**src/sv/maf_pkg.sv**
```systemverilog
package maf_pkg;

	localparam int SAMPLE_W = 16;
	localparam int LEN_W = 6;
	localparam int MAX_WINDOW_DEF = 32;
	localparam logic [LEN_W-1:0] WINDOW_RESET = LEN_W'(1);

	typedef struct packed {
		logic idle;
		logic done;
	} div_stat_t;

endpackage

```
**src/sv/maf_cell.sv**
```systemverilog
module maf_cell import maf_pkg::*; #(
	parameter int IDX = 0
) (
	input  logic                       clk,
	input  logic                       arst_n,
	input  logic                       clr,
	input  logic                       shift,
	input  logic signed [SAMPLE_W-1:0] din,
	input  logic        [LEN_W-1:0]    len,
	output logic signed [SAMPLE_W-1:0] dout,
	output logic signed [SAMPLE_W-1:0] tap
);

	logic signed [SAMPLE_W-1:0] data_q;

	always_ff @(posedge clk or negedge arst_n) begin
		if (!arst_n) begin
			data_q <= '0;
		end else if (clr) begin
			data_q <= '0;
		end else if (shift) begin
			data_q <= din;
		end
	end

	assign dout = data_q;
	// oldest sample still in the window
	assign tap = (int'(len) == IDX + 1) ? data_q : '0;

endmodule

```
**src/sv/maf_div.sv**
```systemverilog
module maf_div import maf_pkg::*; #(
	parameter int DVD_W = 21
) (
	input  logic                       clk,
	input  logic                       arst_n,
	input  logic                       start,
	input  logic signed [DVD_W-1:0]    dividend,
	input  logic        [LEN_W-1:0]    divisor,
	input  logic                       take,
	output div_stat_t                  stat,
	output logic signed [SAMPLE_W-1:0] quotient
);

	localparam int CNT_W = $clog2(DVD_W + 1);

	typedef enum logic [2:0] {
		ST_IDLE,
		ST_ABS,
		ST_RUN,
		ST_SIGN,
		ST_DONE
	} state_t;

	state_t            state_q;
	logic [CNT_W-1:0]  cnt_q;
	logic              neg_q;
	logic [DVD_W-1:0]  dvd_q;
	logic [LEN_W-1:0]  dsr_q;
	logic [LEN_W-1:0]  rem_q;
	logic [LEN_W:0]    trial;
	logic              ge;

	assign trial = {rem_q, dvd_q[DVD_W-1]};
	assign ge = trial >= {1'b0, dsr_q};

	always_ff @(posedge clk or negedge arst_n) begin
		if (!arst_n) begin
			state_q <= ST_IDLE;
			cnt_q <= '0;
			neg_q <= 1'b0;
			dvd_q <= '0;
			dsr_q <= '0;
			rem_q <= '0;
		end else begin
			unique case (state_q)
				ST_IDLE: begin
					if (start) begin
						dvd_q <= dividend;
						dsr_q <= divisor;
						neg_q <= dividend[DVD_W-1];
						state_q <= ST_ABS;
					end
				end
				ST_ABS: begin
					// magnitude of the most negative sum still fits unsigned
					if (neg_q) begin
						dvd_q <= -dvd_q;
					end
					rem_q <= '0;
					cnt_q <= CNT_W'(DVD_W - 1);
					state_q <= ST_RUN;
				end
				ST_RUN: begin
					// restoring step, one quotient bit per cycle
					rem_q <= ge ? LEN_W'(trial - {1'b0, dsr_q}) : trial[LEN_W-1:0];
					dvd_q <= {dvd_q[DVD_W-2:0], ge};
					if (cnt_q == '0) begin
						state_q <= ST_SIGN;
					end else begin
						cnt_q <= cnt_q - CNT_W'(1);
					end
				end
				ST_SIGN: begin
					if (neg_q) begin
						dvd_q <= -dvd_q;
					end
					state_q <= ST_DONE;
				end
				ST_DONE: begin
					if (take) begin
						state_q <= ST_IDLE;
					end
				end
				default: begin
					state_q <= ST_IDLE;
				end
			endcase
		end
	end

	assign stat.idle = (state_q == ST_IDLE);
	assign stat.done = (state_q == ST_DONE);
	assign quotient = dvd_q[SAMPLE_W-1:0];

endmodule

```
**src/sv/moving_average_filter.sv**
```systemverilog
// Simple moving average over the last window_length signed 16-bit samples
// (at most MAX_WINDOW), truncated toward zero. The history is a row of shift
// cells plus a running sum; writing window_length clears both, and 0 passes
// samples through. A new request is accepted only once the radix-2 restoring
// divider, which forms the mean one quotient bit per cycle, has finished the
// last one and is idle again. A single result waiting on out_ready does not
// hold off the next input request; a second finished result held behind it
// does.
module moving_average_filter import maf_pkg::*; #(
	parameter int MAX_WINDOW = MAX_WINDOW_DEF
) (
	input  logic                       clk,
	input  logic                       arst_n,
	input  logic                       cfg_wen,
	input  logic        [LEN_W-1:0]    cfg_wdata,
	input  logic                       in_valid,
	output logic                       in_ready,
	input  logic signed [SAMPLE_W-1:0] sample,
	output logic                       out_valid,
	input  logic                       out_ready,
	output logic signed [SAMPLE_W-1:0] average
);

	localparam int SUM_W = SAMPLE_W + $clog2(MAX_WINDOW);

	logic        [LEN_W-1:0]    wl_q;
	logic        [LEN_W-1:0]    eff_len;
	logic                       bypass;
	logic                       accept;
	logic                       take;
	logic signed [SUM_W-1:0]    sum_q;
	logic signed [SUM_W-1:0]    sum_next;
	logic signed [SUM_W-1:0]    dividend;
	logic        [LEN_W-1:0]    divisor;
	logic signed [SAMPLE_W-1:0] oldest;
	logic signed [SAMPLE_W-1:0] quotient;
	logic                       out_valid_q;
	logic signed [SAMPLE_W-1:0] average_q;
	div_stat_t                  div_stat;

	logic signed [SAMPLE_W-1:0] cell_out [MAX_WINDOW];
	logic signed [SAMPLE_W-1:0] cell_tap [MAX_WINDOW];

	always_comb begin
		if (int'(wl_q) > MAX_WINDOW) begin
			eff_len = LEN_W'(MAX_WINDOW);
		end else begin
			eff_len = wl_q;
		end
	end

	assign bypass = (wl_q == '0);
	assign in_ready = div_stat.idle;
	assign accept = in_valid && in_ready;

	for (genvar i = 0; i < MAX_WINDOW; i++) begin : g_cell
		maf_cell #(
			.IDX(i)
		) u_cell (
			.clk   (clk),
			.arst_n(arst_n),
			.clr   (cfg_wen),
			.shift (accept && !bypass),
			.din   ((i == 0) ? sample : cell_out[(i == 0) ? 0 : i - 1]),
			.len   (eff_len),
			.dout  (cell_out[i]),
			.tap   (cell_tap[i])
		);
	end

	always_comb begin
		oldest = '0;
		for (int i = 0; i < MAX_WINDOW; i++) begin
			oldest = oldest | cell_tap[i];
		end
	end

	assign sum_next = sum_q
		- {{(SUM_W - SAMPLE_W){oldest[SAMPLE_W-1]}}, oldest}
		+ {{(SUM_W - SAMPLE_W){sample[SAMPLE_W-1]}}, sample};

	assign dividend = bypass ? {{(SUM_W - SAMPLE_W){sample[SAMPLE_W-1]}}, sample} : sum_next;
	assign divisor = bypass ? LEN_W'(1) : eff_len;

	always_ff @(posedge clk or negedge arst_n) begin
		if (!arst_n) begin
			wl_q <= WINDOW_RESET;
			sum_q <= '0;
		end else if (cfg_wen) begin
			wl_q <= cfg_wdata;
			sum_q <= '0;
		end else if (accept && !bypass) begin
			sum_q <= sum_next;
		end
	end

	maf_div #(
		.DVD_W(SUM_W)
	) u_div (
		.clk     (clk),
		.arst_n  (arst_n),
		.start   (accept),
		.dividend(dividend),
		.divisor (divisor),
		.take    (take),
		.stat    (div_stat),
		.quotient(quotient)
	);

	assign take = div_stat.done && (!out_valid_q || out_ready);

	always_ff @(posedge clk or negedge arst_n) begin
		if (!arst_n) begin
			out_valid_q <= 1'b0;
		end else if (take) begin
			out_valid_q <= 1'b1;
		end else if (out_ready) begin
			out_valid_q <= 1'b0;
		end
	end

	always_ff @(posedge clk) begin
		if (take) begin
			average_q <= quotient;
		end
	end

	assign out_valid = out_valid_q;
	assign average = average_q;

endmodule

```
**config.mk**
```make
export PLATFORM = sky130hd
export DESIGN_NAME = moving_average_filter
export DESIGN_NICKNAME = d
export VERILOG_FILES = /design/src/sv/maf_pkg.sv /design/src/sv/maf_cell.sv /design/src/sv/maf_div.sv /design/src/sv/moving_average_filter.sv
export SDC_FILE = /design/constraint.sdc
export NUM_CORES = 1
export LEC_CHECK = 0
export BUFFER_PORTS_ARGS = -buffer_cell sky130_fd_sc_hd__clkbuf_2
export CORE_ASPECT_RATIO = 2
export CORE_UTILIZATION = 51
export CTS_CLUSTER_DIAMETER = 60
export CTS_CLUSTER_SIZE = 10
export DETAILED_ROUTE_END_ITERATION = 8
export PLACE_DENSITY = 0.69
export SLEW_MARGIN = 40
export SYNTH_ARGS = -nofsm -noshare
export SYNTH_HDL_FRONTEND = slang
export SYNTH_SLANG_ARGS = --single-unit
```
**constraint.sdc**
```tcl
create_clock -name clk -period 9.43 [get_ports clk]
set_input_delay 1.4145 -clock clk [delete_from_list [all_inputs] [get_ports clk]]
set_output_delay 1.4145 -clock clk [all_outputs]
set_load 0.03 [all_outputs]
```
### After elaboration in Yosys (flattened, before gate mapping)

Cells that the tools add are included.

* add/sub/neg operators: 5
* magnitude comparators: 2
* eq/ne operators: 41
* muxes and demuxes: 114
* bitwise logic cells: 31
* reduce and logical (&&, ||, !) cells: 18

Operators with widths (number)
* 16-bit 2-to-1 mux: 96
* 16-bit bitwise OR: 31
* 21-bit 2-to-1 mux: 5
* 6-bit == test (second input constant): 17
* 21-bit one-hot mux with 3 select lines: 1
* 6-bit by 5-bit == test with 1-bit output (second input constant): 8
* 6-bit by 4-bit == test with 1-bit output (second input constant): 4
* 21-bit adder: 1
* 21-bit negator: 1
* 21-bit subtractor: 1
* 6-bit 2-to-1 mux: 3
* 3-bit one-hot mux with 5 select lines: 1
* 6-bit by 3-bit == test with 1-bit output (second input constant): 2
* 6-bit one-hot mux with 2 select lines: 1
* 5-bit one-hot mux with 2 select lines: 1
* 3-bit 2-to-1 mux: 3
* 7-bit by 6-bit >= comparator with 1-bit output: 1
* 3-bit by 2-bit == test with 1-bit output (second input constant): 2
* 6-bit by 2-bit == test with 1-bit output (second input constant): 1
* 6-bit greater-than comparator (second input constant): 1
* 6-bit logical NOT: 1
* 2-bit by 1-bit inequality test with 1-bit output (second input constant): 3
* 3-bit AND reduction: 2
* 2-bit nonzero test: 3
* other kinds (15): 21

* flip-flop bits (word level): 598
* bits of input ports: 27

### Logic depth before layout (Yosys ltp)

Gate-level depths: netlist (run 1).

* depth in word-level cells: 40
* depth in mapped cells: 19
* mapped depth without buffers: 18

### Hierarchy

Synthesis (run 1) repeated with hierarchy kept, for this count alone.

* cells, all modules: 3202
* area, all modules: 32702.6 um^2

By module, submodules not included
* maf_cell (g_cell[0].u_cell ...): instances 6, cells an instance 72, area each 793.3 um^2, seq. area each 400.4 um^2
* maf_cell (g_cell[18].u_cell ...): instances 6, cells an instance 72, area each 789.5 um^2, seq. area each 400.4 um^2
* maf_cell (g_cell[11].u_cell ...): instances 6, cells an instance 72, area each 782.0 um^2, seq. area each 400.4 um^2
* moving_average_filter: instances 1, cells an instance 563, area each 4624.4 um^2, seq. area each 1182.4 um^2
* maf_cell (g_cell[16].u_cell ...): instances 4, cells an instance 72, area each 795.8 um^2, seq. area each 400.4 um^2
* maf_cell (g_cell[22].u_cell ...): instances 4, cells an instance 72, area each 783.3 um^2, seq. area each 400.4 um^2
* maf_cell (g_cell[10].u_cell ...): instances 4, cells an instance 72, area each 777.0 um^2, seq. area each 400.4 um^2
* maf_div: instances 1, cells an instance 335, area each 2869.0 um^2, seq. area each 1051.0 um^2
* maf_cell (g_cell[30].u_cell): instances 1, cells an instance 72, area each 802.0 um^2, seq. area each 400.4 um^2
* maf_cell (g_cell[14].u_cell): instances 1, cells an instance 72, area each 794.5 um^2, seq. area each 400.4 um^2

### Worst setup path after synthesis (run 1)

No wires, ideal clock.

* kind: register to register
* start: register wl_q[0]
* end: register u_div.dvd_q[18]
* library setup time: 0.129 ns
* data arrival time: 4.283 ns
* required time: 9.301 ns
* setup slack: 5.018 ns
* cell stages (with the launch flop): 19
* path buffers: 1
* cells stage by stage: dfstp_2 > nand2b_1 > clkbuf_1 > nor2_1 > a22o_1 > a221oi_1 > nand3_1 > or4_1 > ha_1 > inv_1 > ha_1 > fa_1 > a21o_1 > a41oi_1 > o21ai_0 > a211oi_1 > xnor2_1 > o21ai_0 > o21ai_0

* word-level cells in the longest chain between the ends: 40

Ends and longest elaborated chain
* start, declared: line moving_average_filter.sv:26 `logic [LEN_W-1:0] wl_q;`
* start signal, assigned: line moving_average_filter.sv:90 `wl_q <= cfg_wdata;`
* 6-bit greater-than comparator: line moving_average_filter.sv:45 `if (int'(wl_q) > MAX_WINDOW) begin`
* 6-bit 2-to-1 mux: line moving_average_filter.sv:45
* 6-bit by 2-bit == test with 1-bit output / 6-bit by 3-bit == test with 1-bit output (equally long branches): line maf_cell.sv:28 `assign tap = (int'(len) == IDX + 1) ? data_q : '0;`
* 16-bit 2-to-1 mux: line maf_cell.sv:28
* 16-bit bitwise OR (31 in series): line moving_average_filter.sv:74 `oldest = oldest | cell_tap[i];`
* 21-bit subtractor: line moving_average_filter.sv:79 `- {{(SUM_W - SAMPLE_W){oldest[SAMPLE_W-1]}}, oldest}`
* 21-bit adder: line moving_average_filter.sv:80 `+ {{(SUM_W - SAMPLE_W){sample[SAMPLE_W-1]}}, sample};`
* 21-bit 2-to-1 mux *: line moving_average_filter.sv:82 `assign dividend = bypass ? {{(SUM_W - SAMPLE_W){sample[SAMPLE_W-1]}}, sample} : sum_next;`
* 21-bit 2-to-1 mux *: line maf_div.sv:47 `if (start) begin`
* 21-bit one-hot mux with 3 select lines *: line maf_div.sv:45 `unique case (state_q)`
* end signal, assigned: line maf_div.sv:48 `dvd_q <= dividend;`
* end signal, assigned: line maf_div.sv:57 `dvd_q <= -dvd_q;`
* end signal, assigned: line maf_div.sv:66 `dvd_q <= {dvd_q[DVD_W-2:0], ge};`
* end, declared: line maf_div.sv:27 `logic [DVD_W-1:0] dvd_q;`

Every way passes the cells marked *; elsewhere a longest branch is shown, timed or not. The select of a mux whose other input is x is not followed.
A chain may end at the register's enable or synchronous reset.

### Final worst setup path (run 1)

* start: register wl_q[5]
* end: register u_div.dvd_q[12]

The elaborated chain is that of the path after synthesis.

==> results of run 1 <==
registers in the layout, indices dropped and copies added (netlist names):
| signal | cells |
|---|---|
| average | 16 |
| g_cell.u_cell.dout | 512 |
| out_valid | 1 |
| sum_q | 21 |
| u_div.cnt_q | 5 |
| u_div.dsr_q | 6 |
| u_div.dvd_q | 21 |
| u_div.neg_q | 1 |
| u_div.rem_q | 6 |
| u_div.state_q | 3 |
| wl_q | 6 |
worst paths after layout:
path | from | endpoint | cells after the start
setup / recovery | wl_q[5]$_DFFE_PN0P_ | u_div.dvd_q[12]$_DFFE_PN0P_ | 18
hold / removal | sum_q[16]$_DFFE_PN0P_ | sum_q[16]$_DFFE_PN0P_ | 2
setup reg to reg | wl_q[5]$_DFFE_PN0P_ | u_div.dvd_q[12]$_DFFE_PN0P_ | 18
hold reg to reg | sum_q[16]$_DFFE_PN0P_ | sum_q[16]$_DFFE_PN0P_ | 2
max in group asynchronous | arst_n | g_cell[0].u_cell.dout[4]$_DFFE_PN0P_ | 4
min in group asynchronous | arst_n | u_div.rem_q[4]$_DFFE_PN0N_ | 1
through the flow:
step	utilization [%]	std cells	area [sq um]	power (uW)
after CTS	57.6	2820	29300	7840
after global placement	53.6	2733	27300	5360
after floorplan	-	2167	26400	4690
final	57.6	2821	29400	7880
after global routing	57.6	2821	29400	8200
after detailed placement	53.9	2738	27400	5450
final cells by class:
cell class | count | area [sq um]
Tap cell | 654 | 818
Multi-Input combinational cell | 1347 | 10600
Sequential cell | 598 | 15000
Clock buffer | 78 | 1830
Fill cell | 4114 | 21600
Timing Repair Buffer | 100 | 856
Inverter | 40 | 150
Clock inverter | 4 | 42.5
power groups by stage:
stage	sequential, uW	combinational, uW	clock, uW
after floorplan	2950	1730	0
after CTS	2990	2440	2410
after global placement	3020	2340	0
after detailed placement	3030	2420	0
after global routing	3010	2690	2500
final	3000	2490	2390
worst register-to-register path, delay by kind of cell, from the launching register on:
| kind | cells | cell delay (ps) |
|---|---|---|
| AO/OA/AOI/OAI | 8 | 1890 |
| AND/OR/NAND/NOR | 4 | 1180 |
| adder cells (fa/ha/maj) | 2 | 930 |
| buffers and inverters | 3 | 890 |
| flip-flops | 1 | 410 |
| XOR/XNOR | 1 | 300 |
cell usage after synthesis, types with 7 or more instances:
master	n	area share (%)
nor4_1	8	0.19
a22oi_1	134	3.8
inv_1	40	0.57
a211oi_1	7	0.20
edfxtp_1	16	1.8
xor2_1	15	0.50
nor2b_1	7	0.17
dfrtp_1	581	55
nor3_1	33	0.63
mux2i_1	9	0.34
a21o_1	7	0.20
ha_1	31	1.5
a21oi_1	40	0.76
fa_1	21	1.6
nand2b_1	7	0.17
buf_1	7	0.10
nand3_1	34	0.65
xnor2_1	17	0.56
clkbuf_1	170	2.4
nand4_1	42	1.0
nor2_1	71	1.0
a221oi_1	68	2.3
o21ai_0	64	1.2
nand2_1	61	0.87
a22o_1	589	20
metal layers:
metal / track usage (%) / wire [microns] / up-vias
li1: - / - / 8507
met1: 37.8 / 29500 / 10500
met2: 54.3 / 41600 / 1183
met3: 7.28 / 7180 / 428
met4: 23.7 / 6880 / 0
met5: 0 / 0 / -
kinds of logic (layout without fill, tap and decap cells):
family / after synthesis / in the layout / synth area share (%)
AO/OA/AOI/OAI: 960 / 960 / 29.6
flip-flops: 598 / 598 / 57.1
AND/OR/NAND/NOR: 288 / 288 / 5.38
buffers and inverters: 222 / 222 / 3.21
adder cells (fa/ha/maj): 52 / 52 / 3.06
XOR/XNOR: 32 / 32 / 1.06
multiplexers: 15 / 15 / 0.598
==> impl_metrics.py, run 1 <==
metrics = {
    "sta": {
        "clock_skew_ps": 12.6,
        "setup_slack_ps": 3710,
        "timing.hold.ws_ps": 480,
        "slew_viol_final": 0,
        "max-slew-margin-rel_pct": 41.4,
        "finalHoldViolations": 0,
        "finalSetupViolations": 0,
        "fin_crit_sh_pct": 60.7,
        "tightest_slew_ps": 879,
        "period_needed_ps": 5720,
        "rsz0062_at_grt": "no",
        "tns_ps": 0,
        "max_freq_mhz": 175,
    },
    "clock_tree": {
        "cts_tree": "yes",
        "htree_levels": 3,
        "postCtsSetupRepairBufs": 0,
        "cts_made_buffers": 69,
        "cts_buffer_depth": 3,
        "clkLatencyLatePin_ps": 610,
        "clock_sinks": 598,
        "path_clk_slew_ps": 60,
        "cts-resized-gates": 0,
        "holdBufCountCts": 0,
        "clockRootBuffer": "clkbuf_16",
    },
    "setup_path": {
        "worstPathArrival_ps": 6210,
        "worstPathCellList": "buf_4 > inv_1 > nand4b_1 > nor2_2 > buf_4 > a22o_1 > a221oi_1 > nand4_1 > nor3_1 > fa_1 > ha_1 > a21oi_1 > o211a_1 > o21ai_0 > a21boi_0 > xor2_1 > o211ai_1 > o211a_1",
        "critPathBufInv": 3,
        "reg2reg_slack_ps": 3710,
        "cp_max_fo": 15,
        "crit_slowest_cell": "nor3_1",
        "cpPeakStageDelay_ps": 600,
        "critical_path_required_ps": 9920,
        "path_delay_family": "compound AO/OA/AOI/OAI gates",
        "critPathKind": "register to register",
        "cp-end-kind": "register",
        "startpoint_type": "register",
    },
    "drt": {
        "drtAntennaViolNets": 0,
        "first_pass_iters": 8,
        "vias": 20600,
        "drc": 0,
        "viasPerCell": 7.32,
        "drt-initial-drc-count": 2523,
        "wl_microns": 85200,
        "wl_per_cell_microns": 30.2,
    },
    "place": {
        "place_congestion": 0.933,
        "detailedPlace.worstSlack_ps": 3800,
        "post-dp-hpwl_microns": 53500,
        "io_buffers": 44,
    },
    "run_status": {
        "status": "complete, no violations",
    },
    "grt": {
        "grt_max_degree": 189,
        "gr-usage-all-layers_pct": 33.0,
        "grt_pass1_wl_microns": 129000,
        "grt_overflow_total": 0,
        "antenna_found_initial": 0,
        "grt_pass1_vias": 21000,
    },
    "power_and_ir_drop": {
        "power.switching_uw": 2990,
        "p_int_uw": 4890,
        "p_leak_uw": 0.0133,
        "pwr-share-comb_pct": 31.6,
        "vdd_drop_max_uv": 509,
        "pwr-share-clk_pct": 30.4,
        "swShare_pct": 37.9,
        "seqPwrFrac_pct": 38.0,
        "power.density_nw_per_um2": 268,
    },
    "synth": {
        "syn-num-nets": 2246,
        "syn_area_per_cell_sq_um": 12.2,
        "syn_inst": 2167,
        "synth_seq_area_share_pct": 57.1,
        "yosys.cell_types.count": 61,
        "yosys_warnings": 0,
        "synth_edf_count": 16,
        "synth_area_sq_um": 26400,
        "synthArstFlopShare_pct": 97.3,
        "synth-main-ff-cell": "dfrtp_1",
        "ys_ff_latch": 598,
    },
    "finish": {
        "area_growth_pct": 11.3,
        "drive_gt1_share_pct": 10.7,
        "final_cell_mix": "589 x a22o_1, 581 x dfrtp_1, 134 x a22oi_1, 72 x clkbuf_16, 68 x a221oi_1",
        "n_antenna_cell": 0,
        "final_common_cell": "a22o_1",
        "nNetsFinal": 2235,
    },
    "die": {
        "pin_count": 45,
        "design.core.area_sq_um": 50900,
        "dieWidth_microns": 163,
        "die_h_microns": 324,
        "initial_utilization_pct": 51.8,
        "core.rowCount": 117,
        "fp.dieArea_sq_um": 52700,
    },
    "job": {
        "maxCapViolCount": 0,
    },
    "worst_hold_path": {
        "hold_class": "register to register",
    },
}
Power figures use the tool's default switching activity.
==> inputs of run 2 (changes only) <==
==> constraint.sdc (replaced) <==
create_clock -name clk -period 5.7 [get_ports clk]
set_input_delay 0.855 -clock clk [delete_from_list [all_inputs] [get_ports clk]]
set_output_delay 0.855 -clock clk [all_outputs]
set_load 0.03 [all_outputs]
==> run 2 against run 1 <==
Setup slack got worse by 3400 ps. Hold slack worse by 380 ps. Register-to-register slack worse by 3400 ps. Flip-flop and latch count is the same. Die area unchanged. Non-clock buffer count increased by 16. Final cell count grew 0.71%. Largest cell class unchanged.
==> impl_metrics.py, run 2 (synthesis results as in run 1) <==
metrics = {
    "clock_tree": {
        "htree_levels": 3,
        "clkLatencyLatePin_ps": 620,
        "cts_made_buffers": 69,
        "clock_sinks": 598,
        "postCtsSetupRepairBufs": 0,
        "cts_buffer_depth": 3,
        "cts_tree": "yes",
        "clockRootBuffer": "clkbuf_16",
        "path_clk_slew_ps": 60,
    },
    "drt": {
        "first_pass_iters": 6,
        "drtAntennaViolNets": 0,
        "vias": 20700,
        "drt-initial-drc-count": 2806,
        "drc": 0,
        "wl_per_cell_microns": 30.2,
        "viasPerCell": 7.27,
        "wl_microns": 85700,
    },
    "job": {
        "maxCapViolCount": 0,
    },
    "finish": {
        "fill_cells": 4084,
        "largest_reg_flops": 512,
        "drive_gt1_share_pct": 11.2,
        "final_cell_mix": "589 x a22o_1, 581 x dfrtp_1, 134 x a22oi_1, 73 x clkbuf_16, 68 x a221oi_1",
        "multi_input_area_sq_um": 10600,
        "nNetsFinal": 2251,
        "final_common_cell": "a22o_1",
        "n_antenna_cell": 0,
        "area_growth_pct": 11.9,
        "register_area_sq_um": 15000,
    },
    "sta": {
        "slew_viol_final": 0,
        "setup_slack_ps": 302,
        "clock_skew_ps": 23.1,
        "period_needed_ps": 5400,
        "rsz0062_at_grt": "no",
        "max-slew-margin-rel_pct": 38.9,
        "max_freq_mhz": 185,
        "fin_crit_sh_pct": 94.7,
        "finalHoldViolations": 0,
        "tns_ps": 0,
        "tightest_slew_ps": 916,
        "finalSetupViolations": 0,
    },
    "die": {
        "pin_count": 45,
        "fp.dieArea_sq_um": 52700,
        "core.rowCount": 117,
        "design.core.area_sq_um": 50900,
        "dieWidth_microns": 163,
        "initial_utilization_pct": 51.8,
        "die_h_microns": 324,
    },
    "setup_path": {
        "worstPathArrival_ps": 5950,
        "worstPathCellList": "nand2b_1 > nor2_2 > a22o_1 > a221oi_1 > nand4_1 > nor3_1 > fa_1 > ha_1 > a21o_1 > a41oi_1 > o21ai_0 > a21boi_0 > xor2_1 > o211ai_1 > o211a_1",
        "cpPeakStageDelay_ps": 730,
        "critPathKind": "register to register",
        "cp_max_fo": 8,
        "startpoint_type": "register",
        "r2r-start": "wl_q[0]$_DFFE_PN1P_",
        "cp-end-kind": "register",
        "startpoint": "wl_q[0]$_DFFE_PN1P_",
        "path_delay_family": "compound AO/OA/AOI/OAI gates",
        "crit_slowest_cell": "o21ai_0",
        "critical_path_required_ps": 6250,
        "critPathBufInv": 0,
    },
    "power_and_ir_drop": {
        "p_total_uw": 13100,
        "p_leak_uw": 0.0134,
        "power.density_nw_per_um2": 444,
        "vdd_drop_max_uv": 434,
    },
    "place": {
        "place_congestion": 0.966,
        "io_buffers": 44,
        "detailedPlace.worstSlack_ps": 410,
        "post-dp-hpwl_microns": 54700,
    },
    "grt": {
        "grt_max_degree": 196,
        "gr-usage-all-layers_pct": 33.3,
        "grt_pass1_wl_microns": 131000,
        "antenna_found_initial": 0,
        "grt_overflow_total": 0,
        "grt_pass1_vias": 21100,
    },
    "run_status": {
        "status": "complete, no violations",
    },
    "worst_hold_path": {
        "hold_class": "primary input to async pin",
    },
}
run 2: worst paths after layout:
path / depth (start not counted) / slack, ps / to
worst min-delay path: 1 / 100 / u_div.rem_q[3]$_DFFE_PN0N_
min in group clk: 2 / 490 / u_div.rem_q[5]$_DFFE_PN0N_
max in group asynchronous: 4 / 4080 / g_cell[26].u_cell.dout[5]$_DFFE_PN0P_
worst max-delay path: 15 / 300 / u_div.dvd_q[12]$_DFFE_PN0P_
worst min register to register: 2 / 490 / u_div.rem_q[5]$_DFFE_PN0N_
worst max register to register: 15 / 300 / u_div.dvd_q[12]$_DFFE_PN0P_
run 2: timing repair:
action	4_1_cts	5_1_grt
hold buffers	0	0
setup endpoints to repair	0	2
gates resized for setup	0	1
run 2: layout make-up:
cell class                 instances  area share, %
clock inverter                     3          0.140
clock buffer                      83           6.35
multi-input combinational       1347           35.9
inverter                          40          0.509
sequential                       598           51.0
timing repair buffer             116           3.31
tap                              654           2.77
run 2: per-stage QoR:
step	area [sq um]	util (%)	hold slack, ps	instances
6_report	29500	57.9	98.5	2841
5_1_grt	29500	57.9	103	2841
4_1_cts	29400	57.7	289	2838
3_5_place_dp	27500	54.0	480	2752
3_3_place_gp	27500	54.0	469	2752
2_1_floorplan	26400	-	447	2167
run 2: power by group:
group | switching, uW | total, uW | internal [uW] | leakage (uW)
Clock | 1710 | 4010 | 2290 | 0.000936
Sequential | 350 | 4930 | 4580 | 0.00818
Combinational | 2880 | 4170 | 1290 | 0.00431
Total | 4940 | 13100 | 8170 | 0.0134
run 2: routing by layer:
layer	global-route usage [%]	up-vias	share of wire, %
met1	38.9	10600	35
met3	7.75	385	9.1
li1	-	8528	-
met5	0	-	0
met2	54.1	1189	48
met4	23.3	0	7.7
run 2: worst reg2reg max path: stages, from the launching register on:
cell and delay, ps:
dfstp_2 570, nand2b_1 410, nor2_2 260, a22o_1 290
a221oi_1 230, nand4_1 170, nor3_1 560, fa_1 530
ha_1 360, a21o_1 160, a41oi_1 240, o21ai_0 730
a21boi_0 270, xor2_1 220, o211ai_1 190, o211a_1 180
